<file path="src/rtl/osu_pkg.sv">
// ----------------------------------------------------------------------------
// osu_pkg
// Shared types and constants for the oversampled UART transceiver: item and
// result words, configuration register map, status bundles between units.
// ----------------------------------------------------------------------------
package osu_pkg;

  localparam int TX_DEPTH_DEF   = 16;
  localparam int OVERSAMPLE_DEF = 5;

  localparam logic [3:0] MAX_DATA_BITS = 4'd8;

  typedef enum logic [1:0] {
    OP_TICK  = 2'd0,
    OP_LOAD  = 2'd1,
    OP_START = 2'd2
  } op_t;

  typedef enum logic [2:0] {
    CFG_DATA_BITS    = 3'd0,
    CFG_PARITY_ODD   = 3'd1,
    CFG_PARITY_END   = 3'd2,
    CFG_FRAME_END    = 3'd3,
    CFG_RX_IDLE_BITS = 3'd4,
    CFG_LINE_INVERT  = 3'd5
  } cfg_index_t;

  typedef struct packed {
    logic [1:0] op;
    logic       rx_level;
    logic [7:0] tx_byte;
  } item_t;

  typedef struct packed {
    logic       tx_level;
    logic       tx_busy;
    logic       rx_valid;
    logic [7:0] rx_data;
    logic       rx_busy;
    logic       rx_done;
    logic       cmd_error;
  } result_t;

  typedef struct packed {
    logic [3:0] data_bits;
    logic       parity_odd;
    logic [3:0] parity_end;
    logic [3:0] frame_end;
    logic [7:0] rx_idle_bits;
    logic       line_invert;
  } cfg_t;

  typedef struct packed {
    logic pin;
    logic active;
    logic cmd_error;
  } tx_stat_t;

  typedef struct packed {
    logic       valid;
    logic [7:0] data;
    logic       busy;
    logic       done;
  } rx_stat_t;

  function automatic logic [3:0] eff_bits(input logic [3:0] data_bits);
    return (data_bits > MAX_DATA_BITS) ? MAX_DATA_BITS : data_bits;
  endfunction

endpackage

</file>
<file path="src/rtl/osu_cfg.sv">
// ----------------------------------------------------------------------------
// osu_cfg
// Configuration register file; write-only, indexed by the register map.
// ----------------------------------------------------------------------------
module osu_cfg
  import osu_pkg::*;
(
  input  logic       clk,
  input  logic       rst,
  input  logic       cfg_we,
  input  logic [2:0] cfg_index,
  input  logic [7:0] cfg_data,
  output cfg_t       cfg
);

  always_ff @(posedge clk) begin
    if (rst) begin
      cfg.data_bits    <= 4'd8;
      cfg.parity_odd   <= 1'b0;
      cfg.parity_end   <= 4'd9;
      cfg.frame_end    <= 4'd10;
      cfg.rx_idle_bits <= 8'd10;
      cfg.line_invert  <= 1'b0;
    end else if (cfg_we) begin
      case (cfg_index)
        CFG_DATA_BITS:    cfg.data_bits    <= cfg_data[3:0];
        CFG_PARITY_ODD:   cfg.parity_odd   <= cfg_data[0];
        CFG_PARITY_END:   cfg.parity_end   <= cfg_data[3:0];
        CFG_FRAME_END:    cfg.frame_end    <= cfg_data[3:0];
        CFG_RX_IDLE_BITS: cfg.rx_idle_bits <= cfg_data;
        CFG_LINE_INVERT:  cfg.line_invert  <= cfg_data[0];
        default: ;
      endcase
    end
  end

endmodule

</file>
<file path="src/rtl/osu_tx.sv">
// ----------------------------------------------------------------------------
// osu_tx
// Transmit buffer and bit sequencer: load and start commands, one bit slot
// per phase-zero tick, parity and stop generation.
// ----------------------------------------------------------------------------
module osu_tx
  import osu_pkg::*;
#(
  parameter int TX_DEPTH = TX_DEPTH_DEF
)
(
  input  logic       clk,
  input  logic       rst,
  input  cfg_t       cfg,
  input  logic       step,
  input  logic [1:0] op,
  input  logic [7:0] tx_byte,
  input  logic       phase_zero,
  output tx_stat_t   status
);

  localparam int CW = $clog2(TX_DEPTH + 1);
  localparam int AW = $clog2(TX_DEPTH);
  localparam logic [CW-1:0] DEPTH = CW'(TX_DEPTH);

  logic [7:0]    mem [TX_DEPTH];
  logic [7:0]    rd_data;

  logic [3:0]    slot, slot_next;
  logic [2:0]    shift, shift_next;
  logic          ones_parity, ones_parity_next;
  logic          active, active_next;
  logic [CW-1:0] read_index, read_index_next;
  logic [CW-1:0] count, count_next;
  logic          pin, pin_next;
  logic          err;
  logic          mem_we;
  logic [3:0]    eff;

  assign eff = eff_bits(cfg.data_bits);

  always_comb begin
    logic          b;
    logic [CW-1:0] ri;
    b                = rd_data[shift];
    ri               = read_index + CW'(1);
    slot_next        = slot;
    shift_next       = shift;
    ones_parity_next = ones_parity;
    active_next      = active;
    read_index_next  = read_index;
    count_next       = count;
    pin_next         = pin;
    err              = 1'b0;
    mem_we           = 1'b0;
    case (op)
      OP_TICK: begin
        if (phase_zero && active) begin
          if (slot == 4'd0) begin
            shift_next       = 3'd0;
            ones_parity_next = 1'b0;
            slot_next        = 4'd1;
            pin_next         = 1'b0;
          end else if (slot < eff + 4'd1) begin
            pin_next         = b;
            ones_parity_next = ones_parity ^ b;
            slot_next        = slot + 4'd1;
            shift_next       = shift + 3'd1;
          end else if (slot < cfg.parity_end) begin
            pin_next  = ones_parity ^ cfg.parity_odd;
            slot_next = slot + 4'd1;
          end else if (slot < cfg.frame_end) begin
            pin_next  = 1'b1;
            slot_next = slot + 4'd1;
          end else begin
            slot_next       = 4'd0;
            read_index_next = ri;
            if (ri >= count) begin
              active_next     = 1'b0;
              read_index_next = '0;
              count_next      = '0;
            end
          end
        end
      end
      OP_LOAD: begin
        if (active || count >= DEPTH) begin
          err = 1'b1;
        end else begin
          mem_we     = 1'b1;
          count_next = count + CW'(1);
        end
      end
      OP_START: begin
        if (active || count == '0) begin
          err = 1'b1;
        end else begin
          active_next     = 1'b1;
          read_index_next = '0;
          slot_next       = 4'd0;
        end
      end
      default: err = 1'b1;
    endcase
  end

  always_ff @(posedge clk) begin
    if (rst) begin
      slot        <= 4'd0;
      shift       <= 3'd0;
      ones_parity <= 1'b0;
      active      <= 1'b0;
      read_index  <= '0;
      count       <= '0;
      pin         <= 1'b1;
    end else if (step) begin
      slot        <= slot_next;
      shift       <= shift_next;
      ones_parity <= ones_parity_next;
      active      <= active_next;
      read_index  <= read_index_next;
      count       <= count_next;
      pin         <= pin_next;
    end
  end

  always_ff @(posedge clk) begin
    if (step && mem_we) begin
      mem[count[AW-1:0]] <= tx_byte;
    end
    rd_data <= mem[read_index[AW-1:0]];
  end

  assign status.pin       = pin_next;
  assign status.active    = active_next;
  assign status.cmd_error = err;

endmodule

</file>
<file path="src/rtl/osu_rx.sv">
// ----------------------------------------------------------------------------
// osu_rx
// Receive sequencer: phase lock on the start bit, data assembly, stop check
// and idle wait before completion.
// ----------------------------------------------------------------------------
module osu_rx
  import osu_pkg::*;
#(
  parameter int OVERSAMPLE = OVERSAMPLE_DEF
)
(
  input  logic                          clk,
  input  logic                          rst,
  input  cfg_t                          cfg,
  input  logic                          step_tick,
  input  logic [$clog2(OVERSAMPLE)-1:0] phase,
  input  logic                          level,
  output rx_stat_t                      status
);

  localparam int PW = $clog2(OVERSAMPLE);
  localparam logic [PW:0] HALF = (PW+1)'(OVERSAMPLE / 2);
  localparam logic [PW:0] MODV = (PW+1)'(OVERSAMPLE);

  logic [3:0]    slot, slot_next;
  logic [7:0]    cnt, cnt_next;
  logic [7:0]    assembly, assembly_next;
  logic          busy, busy_next;
  logic          wait_idle, wait_idle_next;
  logic          done, done_next;
  logic          locked, locked_next;
  logic [PW-1:0] sample_phase, sample_phase_next;
  logic          got_byte;
  logic [PW:0]   mid_sum;
  logic [PW-1:0] mid_phase;
  logic [3:0]    eff;

  assign eff       = eff_bits(cfg.data_bits);
  assign mid_sum   = {1'b0, phase} + HALF;
  assign mid_phase = (mid_sum >= MODV) ? PW'(mid_sum - MODV) : PW'(mid_sum);

  always_comb begin
    slot_next         = slot;
    cnt_next          = cnt;
    assembly_next     = assembly;
    busy_next         = busy;
    wait_idle_next    = wait_idle;
    done_next         = done;
    locked_next       = locked;
    sample_phase_next = sample_phase;
    got_byte          = 1'b0;
    if (!locked && slot == 4'd0 && !level) begin
      sample_phase_next = mid_phase;
      locked_next       = 1'b1;
    end else if (locked && sample_phase == phase) begin
      if (slot == 4'd0 || wait_idle) begin
        if (!level) begin
          busy_next      = 1'b1;
          wait_idle_next = 1'b0;
          done_next      = 1'b0;
          cnt_next       = 8'd0;
          slot_next      = 4'd1;
          assembly_next  = 8'd0;
        end else if (wait_idle) begin
          if (cnt < cfg.rx_idle_bits) begin
            cnt_next = cnt + 8'd1;
          end else begin
            wait_idle_next = 1'b0;
            busy_next      = 1'b0;
            done_next      = 1'b1;
            locked_next    = 1'b0;
          end
        end else begin
          locked_next = 1'b0;
        end
      end else if (slot < eff + 4'd1) begin
        assembly_next[cnt[2:0]] = assembly[cnt[2:0]] | level;
        slot_next               = slot + 4'd1;
        cnt_next                = cnt + 8'd1;
      end else if (slot < cfg.parity_end) begin
        slot_next = slot + 4'd1;
      end else begin
        cnt_next       = 8'd0;
        slot_next      = 4'd0;
        wait_idle_next = 1'b1;
        got_byte       = level;
      end
    end
  end

  always_ff @(posedge clk) begin
    if (rst) begin
      slot         <= 4'd0;
      cnt          <= 8'd0;
      assembly     <= 8'd0;
      busy         <= 1'b0;
      wait_idle    <= 1'b0;
      done         <= 1'b0;
      locked       <= 1'b0;
      sample_phase <= '0;
    end else if (step_tick) begin
      slot         <= slot_next;
      cnt          <= cnt_next;
      assembly     <= assembly_next;
      busy         <= busy_next;
      wait_idle    <= wait_idle_next;
      done         <= done_next;
      locked       <= locked_next;
      sample_phase <= sample_phase_next;
    end
  end

  assign status.valid = step_tick && got_byte;
  assign status.data  = (step_tick && got_byte) ? assembly : 8'd0;
  assign status.busy  = step_tick ? busy_next : busy;
  assign status.done  = step_tick ? done_next : done;

endmodule

</file>
<file path="src/rtl/oversampled_soft_uart.sv">
// An accepted item passes through the input register, then the result register;
// one item per cycle sustained while result_stall does not hold the output.
// The line engines update their state as each item advances between the two registers.
// Reset (rst, synchronous) idles both line engines, empties the transmit buffer
// and restores the register defaults; buffer contents stay undefined until loaded.
// ----------------------------------------------------------------------------
// oversampled_soft_uart
// UART transceiver stepped by an oversampling tick, with a transmit buffer
// filled and launched by load and start words.
// ----------------------------------------------------------------------------
module oversampled_soft_uart
  import osu_pkg::*;
#(
  parameter int TX_DEPTH   = TX_DEPTH_DEF,
  parameter int OVERSAMPLE = OVERSAMPLE_DEF
)
(
  input  logic       clk,
  input  logic       rst,
  input  logic       item_valid,
  output logic       item_stall,
  input  item_t      item,
  output logic       result_valid,
  input  logic       result_stall,
  output result_t    result,
  input  logic       cfg_we,
  input  logic [2:0] cfg_index,
  input  logic [7:0] cfg_data
);

  localparam int PW = $clog2(OVERSAMPLE);
  localparam logic [PW-1:0] PHASE_LAST = PW'(OVERSAMPLE - 1);

  cfg_t          cfg;
  logic          s1_valid;
  item_t         s1;
  logic          adv;
  logic          step_tick;
  logic [PW-1:0] phase;
  tx_stat_t      tx_stat;
  rx_stat_t      rx_stat;

  assign adv        = s1_valid && (!result_valid || !result_stall);
  assign item_stall = s1_valid && !adv;
  assign step_tick  = adv && (s1.op == OP_TICK);

  osu_cfg u_cfg (
    .clk       (clk),
    .rst       (rst),
    .cfg_we    (cfg_we),
    .cfg_index (cfg_index),
    .cfg_data  (cfg_data),
    .cfg       (cfg)
  );

  osu_tx #(
    .TX_DEPTH (TX_DEPTH)
  ) u_tx (
    .clk        (clk),
    .rst        (rst),
    .cfg        (cfg),
    .step       (adv),
    .op         (s1.op),
    .tx_byte    (s1.tx_byte),
    .phase_zero (phase == '0),
    .status     (tx_stat)
  );

  osu_rx #(
    .OVERSAMPLE (OVERSAMPLE)
  ) u_rx (
    .clk       (clk),
    .rst       (rst),
    .cfg       (cfg),
    .step_tick (step_tick),
    .phase     (phase),
    .level     (s1.rx_level ^ cfg.line_invert),
    .status    (rx_stat)
  );

  always_ff @(posedge clk) begin
    if (rst) begin
      s1_valid <= 1'b0;
    end else if (!item_stall) begin
      s1_valid <= item_valid;
    end
  end

  always_ff @(posedge clk) begin
    if (item_valid && !item_stall) begin
      s1 <= item;
    end
  end

  always_ff @(posedge clk) begin
    if (rst) begin
      phase <= '0;
    end else if (step_tick) begin
      phase <= (phase == PHASE_LAST) ? '0 : phase + PW'(1);
    end
  end

  always_ff @(posedge clk) begin
    if (rst) begin
      result_valid <= 1'b0;
    end else if (adv) begin
      result_valid <= 1'b1;
    end else if (!result_stall) begin
      result_valid <= 1'b0;
    end
  end

  always_ff @(posedge clk) begin
    if (adv) begin
      result.tx_level  <= tx_stat.pin ^ cfg.line_invert;
      result.tx_busy   <= tx_stat.active;
      result.rx_valid  <= rx_stat.valid;
      result.rx_data   <= rx_stat.data;
      result.rx_busy   <= rx_stat.busy;
      result.rx_done   <= rx_stat.done;
      result.cmd_error <= tx_stat.cmd_error;
    end
  end

  a_adv_fills_result: assert property (@(posedge clk) disable iff (rst)
    adv |=> result_valid)
    else $error("result register not loaded after advance");

  a_tick_no_error: assert property (@(posedge clk) disable iff (rst)
    (adv && s1.op == OP_TICK) |=> !result.cmd_error)
    else $error("command error raised on a tick");

  a_phase_range: assert property (@(posedge clk) disable iff (rst)
    phase <= PHASE_LAST)
    else $error("tick phase out of range");

  a_byte_while_busy: assert property (@(posedge clk) disable iff (rst)
    (result_valid && result.rx_valid) |-> result.rx_busy)
    else $error("received byte outside a busy frame");

  a_done_not_busy: assert property (@(posedge clk) disable iff (rst)
    (result_valid && result.rx_done) |-> !result.rx_busy)
    else $error("receive done while busy");

endmodule
</file>
<file path="config.mk">
export PLATFORM = sky130hd
export DESIGN_NAME = oversampled_soft_uart
export DESIGN_NICKNAME = d
export VERILOG_FILES = /design/src/rtl/osu_pkg.sv /design/src/rtl/osu_cfg.sv /design/src/rtl/osu_tx.sv /design/src/rtl/osu_rx.sv /design/src/rtl/oversampled_soft_uart.sv
export SDC_FILE = /design/constraint.sdc
export NUM_CORES = 1
export LEC_CHECK = 0
export BUFFER_PORTS_ARGS = -buffer_cell sky130_fd_sc_hd__buf_2
export CORE_MARGIN = 10
export CORE_UTILIZATION = 60
export CTS_CLUSTER_DIAMETER = 50
export DETAILED_ROUTE_END_ITERATION = 6
export GPL_ROUTABILITY_DRIVEN = 0
export PLACE_DENSITY = 0.81
export SETUP_SLACK_MARGIN = 0.05
export SLEW_MARGIN = 40
export SYNTH_ARGS = -nofsm -noshare
export SYNTH_HDL_FRONTEND = slang
export SYNTH_SLANG_ARGS = --single-unit
</file>
<file path="constraint.sdc">
create_clock -name clk -period 4.4 [get_ports clk]
set_clock_uncertainty 0.15 [all_clocks]
set_input_delay 0.44 -clock clk [delete_from_list [all_inputs] [get_ports clk]]
set_output_delay 0.44 -clock clk [all_outputs]
set_load 0.005 [all_outputs]
</file>
## Word-level counts from Yosys, hierarchy flattened

Memories as Yosys holds them, arrays and structs flattened. A register that Yosys moved wholly into a read port is not among the register bits.
Index checks and enable logic that the tools add are counted.

- Memories: 1
- Output and inout port bits: 16
- Word-level logic and storage cells: 243
- RAM bits: 128
- Bits in registers: 99

- Bitwise operators: 6
- Multiplexer cells: 104
- Equal/unequal tests: 25
- Reductions and logical operators: 50
- Add/sub/neg operators: 10
- Magnitude comparators: 13

Memories:

| name | depth | width | rd ports | clocked after memory_dff | wr ports | RTL line | RTL |
|---|---|---|---|---|---|---|---|
| u_tx.mem | 16 | 8 | 1 | 1 | 1 | osu_tx.sv:26 | `logic [7:0] mem [TX_DEPTH];` |

Operators with widths:

| kind | count |
|---|---|
| 8-bit two-way mux | 9 |
| 5-bit two-way mux | 14 |
| 1-bit two-way mux | 57 |
| 4-bit two-way mux | 11 |
| 4-bit < comparator | 5 |
| 5-bit case mux with 2 select lines | 2 |
| 5-bit AND reduction | 3 |
| 2-bit inequality test (second input constant) | 7 |
| 2-bit AND reduction | 7 |
| 2-bit nonzero test | 7 |
| 4-bit by 1-bit adder with 4-bit output (second input constant) | 3 |
| 3-bit two-way mux | 4 |
| 4-bit AND reduction | 3 |
| 1-bit logical AND | 11 |
| 5-bit by 1-bit adder with 5-bit output (second input constant) | 2 |
| 2-bit by 1-bit inequality test with 1-bit output (second input constant) | 5 |
| 3-bit equality test (second input constant) | 3 |
| 3-bit inequality test (second input constant) | 3 |
| 9-bit AND reduction | 1 |
| 8-bit by 1-bit adder with 8-bit output (second input constant) | 1 |
| 8-bit bitwise mux | 1 |
| 4-bit logical NOT | 2 |
| 3-bit by 4-bit < comparator with 1-bit output (second input constant) | 2 |
| 8-bit < comparator | 1 |
| 29 further kinds | 44 |

## Longest topological paths before layout

- Depth after elaboration: 9
- Depth in mapped cells: 10
- Depth with buffers taken out: 10

## Cells and area by module

Synthesis repeated with hierarchy kept, for this count alone.

- Cell total of the unflattened synthesis: 898
- Area total of the unflattened synthesis: 10995.5 um^2

By module, submodules not included:

| module | cells each | seq. area each (um^2) | area each (um^2) | times used |
|---|---|---|---|---|
| osu_tx | 481 | 4404.2 | 6884.1 | 1 |
| osu_rx | 275 | 540.5 | 2159.6 | 1 |
| oversampled_soft_uart | 54 | 850.8 | 1032.2 | 1 |
| osu_cfg | 88 | 440.4 | 919.6 | 1 |

## Worst setup path after synthesis

Ideal clock, no wire load.

- Kind: register to register
- Start point: register u_tx.read_index[2]
- End point: register u_tx.count[1]
- Data arrival time: 2.504 ns
- Cell stages (with the launch flop): 11
- Path slack: 1.623 ns
- Buffers on the path: 1
- Required time: 4.127 ns
- Library setup time: 0.123 ns
- Cell sequence: dfxtp_1 clkbuf_1 nor2b_1 or2_2 ha_1 a21o_1 a31oi_1 o21ai_0 o21ai_1 nor2_2 mux2_1

- Word-level cells in the longest chain between the ends: 4

Ends and longest elaborated chain:

| element | RTL line | RTL |
|---|---|---|
| start: declaration | osu_tx.sv:33 | `logic [CW-1:0] read_index, read_index_next;` |
| start signal: assignment | osu_tx.sv:121 | `read_index <= read_index_next;` |
| 5-bit by 1-bit adder with 5-bit output | osu_tx.sv:46 | `ri = read_index + CW'(1);` |
| 5-bit >= comparator | osu_tx.sv:78 | `if (ri >= count) begin` |
| 2-bit by 1-bit inequality test with 1-bit output (no source line) | -- |  |
| 9-bit AND reduction (no source line) | -- |  |
| end signal: assignment | osu_tx.sv:122 | `count <= count_next;` |
| end: declaration | osu_tx.sv:34 | `logic [CW-1:0] count, count_next;` |

No other way between the ends.
A chain may end at the register's enable or synchronous reset.

## Worst setup path in the final report

- Start point: register u_tx.read_index[0]
- End point: register u_tx.read_index[0]

- Word-level cells in the longest chain between the ends: 9

Ends and longest elaborated chain:

| element | RTL line | RTL |
|---|---|---|
| 5-bit by 1-bit adder with 5-bit output * | osu_tx.sv:46 |  |
| 5-bit >= comparator | osu_tx.sv:78 |  |
| 5-bit two-way mux * | osu_tx.sv:78 |  |
| 5-bit two-way mux * | osu_tx.sv:72 | `end else if (slot < cfg.frame_end) begin` |
| 5-bit two-way mux * | osu_tx.sv:69 | `end else if (slot < cfg.parity_end) begin` |
| 5-bit two-way mux * | osu_tx.sv:64 | `end else if (slot < eff + 4'd1) begin` |
| 5-bit two-way mux * | osu_tx.sv:59 | `if (slot == 4'd0) begin` |
| 5-bit two-way mux * | osu_tx.sv:58 | `if (phase_zero && active) begin` |
| 5-bit case mux with 2 select lines * | osu_tx.sv:56 | `case (op)` |

Every way passes the cells marked *; elsewhere a longest branch is shown, timed or not. The select of a mux whose other input is x is not followed.

==> results.md <==
- Clk Latency, worst-skew pair: 0.53 ns
- Post-CTS Setup Repair Bufs: 0
- Global route overflow: 0
- Synthesis-stage register bit count: 235
- Initial DRC Count: 466
- WL met2: 11700 microns
- Crit-path cells: ha_1, nor2b_1, or2_2, ha_1, a21o_1, a31oi_1, o21ai_0, nor3b_1, nand4_1, o31ai_1
- Initial Util: 0.614
- Register area: between 0.006 and 0.007 sq mm
- Synth-to-Final Area Change: 12.7%
- IO Count: 43
- Min Tclk post-route: 3.04 ns
- CTS max path bufs: 3
- Die area: around 0.023 sq mm
- Peak supply drop: roughly 0.36 mV
- Syn_nets: 885
- Initial antenna violation count: 0
- Critical path class: reg -> reg
- Asr flop ratio synth: 0
- Via density: approximately 6.0
- Die W: about 150 microns
- CTS Sinks: 235
- PortBufs: 42
- Routed wl met3: about 1200 microns
- YS warnings: 0
- Yosys cell types: 76
- Cells after Synth: 814
- Relative slew slack: 0.466
- Clk slew on worst S/H paths: about 0.060 ns
- FILL cells: ~1200
- Power density over cell area: around 370 mW/mm^2
- Bufs and invs on worst path: 0
- First-pass GRT wire length: 35700 microns
- CTS tree: built
- Inst Count DP: 1057
- Remaining antenna violation count after routing: 0
- Avg Inst Size Synth: 13.0 sq um
- Vias in the first global route: between 6000 and 7000
- Worst path max stage delay: 0.58 ns
- Crit end category: flip-flop
- Final Util: 0.691
- Ant diodes: 0
- Cell area after synthesis: between 0.01 and 0.015 sq mm
- Vias: 6727
- Largest net degree at the start of global routing: 63
- WL per Instance: between 20 and 25 microns
- CTS resizes: 0
- Most used flip-flop cell after synthesis: edfxtp_1
- Total Wirelength: 22600 microns
- Leak: 4.03 nW
- Post-Layout Cell Count: 1116
- Layout cells sized above 1: 0.189
- CP dominant cell by count: ha_1
- Final #Nets: 943
- Uppermost routed layer: met4
- Depth of the CTS H-tree: 1
- Crit-path slowest cell: dfxtp_2
- Row cnt: 48
- Core area: 0.0173 sq mm
- Yosys top cell area share: 0.433
- Top cells by area, synth: edfxtp_1, dfxtp_1, mux4_2, ha_1, nor2_1
- GR Util All Layers: 0.186
- Final TNS setup: 0 ns
- CTS buffer count: 25
- Setup repair after global routing missed its margin: no
- Min-Delay Path Class: in -> reg
- Worst endpoint required time: between 4 and 5 ns
- FMAX: 329 MHz
- Seq/Total Area, Yosys: 0.588
- Clock root buffer: clkbuf_16
- Fin crit share: 0.691
- Outcome: complete, no violations
- Top-count cell post-synth: edfxtp_1
- Slew Limit Fails: 0
- Metal-1 WL: 9150 microns
- Delay-heaviest family, CP: simple AND/OR/NAND/NOR gates
- Setup violations, final: 0
- CP max FO: 13
- Post-synth EDFFs: 153
- Synth area leader: edfxtp_1
- Hpwl dp: between 10000 and 15000 microns
- Hold Fails Final Rpt: 0
- Max Cap Viol: 0
- Footprint of the multi-input gates: 0.00412 sq mm
- Height of the die: about 150 microns
- Most frequent cells after synthesis: edfxtp_1, dfxtp_1, nor2_1
- Worst-Margin Slew: about 0.8 ns
- CP Data Arrival Time: between 3 and 4 ns
- Drt drc: 0
- TritonRoute pass-1 iters: 5
- Crit start category: flip-flop
layout make-up:
| type | count | share of cell area |
|---|---|---|
| clock inverter | 10 | 0.00732 |
| tap | 225 | 0.0235 |
| inverter | 44 | 0.0138 |
| timing repair buffer | 62 | 0.0328 |
| multi-input combinational | 504 | 0.344 |
| sequential | 235 | 0.521 |
| clock buffer | 36 | 0.0566 |
per-stage QoR:
step | hold slack (ns) | worst slack (ns) | power [mW] | cell area [sq um]
after floorplan | 0.285 | 1.62 | 2.51 | 10600
after global placement | 0.297 | 1.41 | 2.55 | 11000
after detailed placement | 0.300 | 1.37 | 2.56 | 11100
final | 0.0112 | 1.36 | 4.46 | 12000
after CTS | 0.00143 | 1.36 | 4.48 | 11900
after global routing | 0.0159 | 1.13 | 4.59 | 12000
worst register-to-register path: stages, from the launching register on:
cell and delay [ns]:
dfxtp_2 0.58, ha_1 0.26, nor2b_1 0.06, or2_2 0.29, ha_1 0.29, a21o_1 0.16, a31oi_1 0.13, o21ai_0 0.16
nor3b_1 0.56, nand4_1 0.18, o31ai_1 0.11
repair_timing:
item                                    CTS  global route
hold buffers                             13             0
endpoints found under the setup margin    0             0
hold endpoints to repair                 13             0
state kept, by name, summed over array words and instances, names as in the netlist, 3 cells and up:
| register | cells |
|---|---|
| u_tx.read_index | 5 |
| phase | 3 |
| u_tx.mem | 128 |
| u_rx.sample_phase | 3 |
| u_tx.rd_data | 8 |
| u_tx.shift | 3 |
| u_rx.slot | 4 |
| u_tx.count | 5 |
| result | 14 |
| u_rx.cnt | 8 |
| s1 | 11 |
| u_cfg.cfg | 22 |
| u_rx.assembly | 8 |
| u_tx.slot | 4 |
cells by family (layout without fill, tap and decap cells):
| family | count (synthesis) | after routing | synth area share |
|---|---|---|---|
| buffers and inverters | 75 | 152 | 0.0277 |
| and+or+nand+nor | 237 | 237 | 0.118 |
| muxes | 58 | 58 | 0.104 |
| xor gates and xnor gates | 11 | 11 | 0.00908 |
| adders and majority gates | 44 | 44 | 0.0526 |
| DFF | 235 | 235 | 0.588 |
| AOI/OAI and AO/OA | 154 | 154 | 0.100 |
metal layers:
| layer | up-vias | global-route usage |
|---|---|---|
| met5 | - | 0 |
| met4 | 0 | 0.0559 |
| met3 | 46 | 0.0300 |
| met2 | 208 | 0.336 |
| met1 | 3270 | 0.224 |
| li1 | 3203 | - |
power by group:
part	switching (mW)	total, mW	leakage, nW	internal [mW]
sequential	0.0298	2.40	2.05	2.37
combinational	0.0730	0.122	1.60	0.0493
clock	0.852	1.94	0.376	1.09
total	0.955	4.46	4.03	3.51
cell usage in the layout, fill, tap and decap left out, types with 5 or more instances in the layout:
cell and n:
a211o_1 8, nor2_1 58, nand2_1 51, a211oi_1 10
a31oi_1 9, nor3_1 14, a21o_1 6, mux4_2 42
nor3b_1 5, o21ai_0 24, clkbuf_16 25, buf_4 7
nand3_1 20, mux2i_1 14, and2_1 8, nand4_1 11
edfxtp_1 153, a21oi_1 47, o32ai_1 7, nor2b_1 8
nand2b_1 10, clkinv_2 5, inv_1 43, clkbuf_1 10
xnor2_1 9, o21a_1 8, buf_2 42, ha_1 43
or3_1 8, dfxtp_1 81, nor2_2 12, dlygate4sd3_1 13
path summary, 6_finish.rpt:
kind / start / to / slack (ns) / depth (start not counted)
worst max-delay path: u_tx.read_index[0] / u_tx.read_index[0] / 1.36 / 10
worst min-delay path: cfg_data[7] / u_cfg.cfg[8] / 0.01 / 3
worst max register to register: u_tx.read_index[0] / u_tx.read_index[0] / 1.36 / 10
worst min register to register: u_cfg.cfg[3] / u_cfg.cfg[3] / 0.31 / 2
No activity file was read; power rests on OpenSTA's default activity.
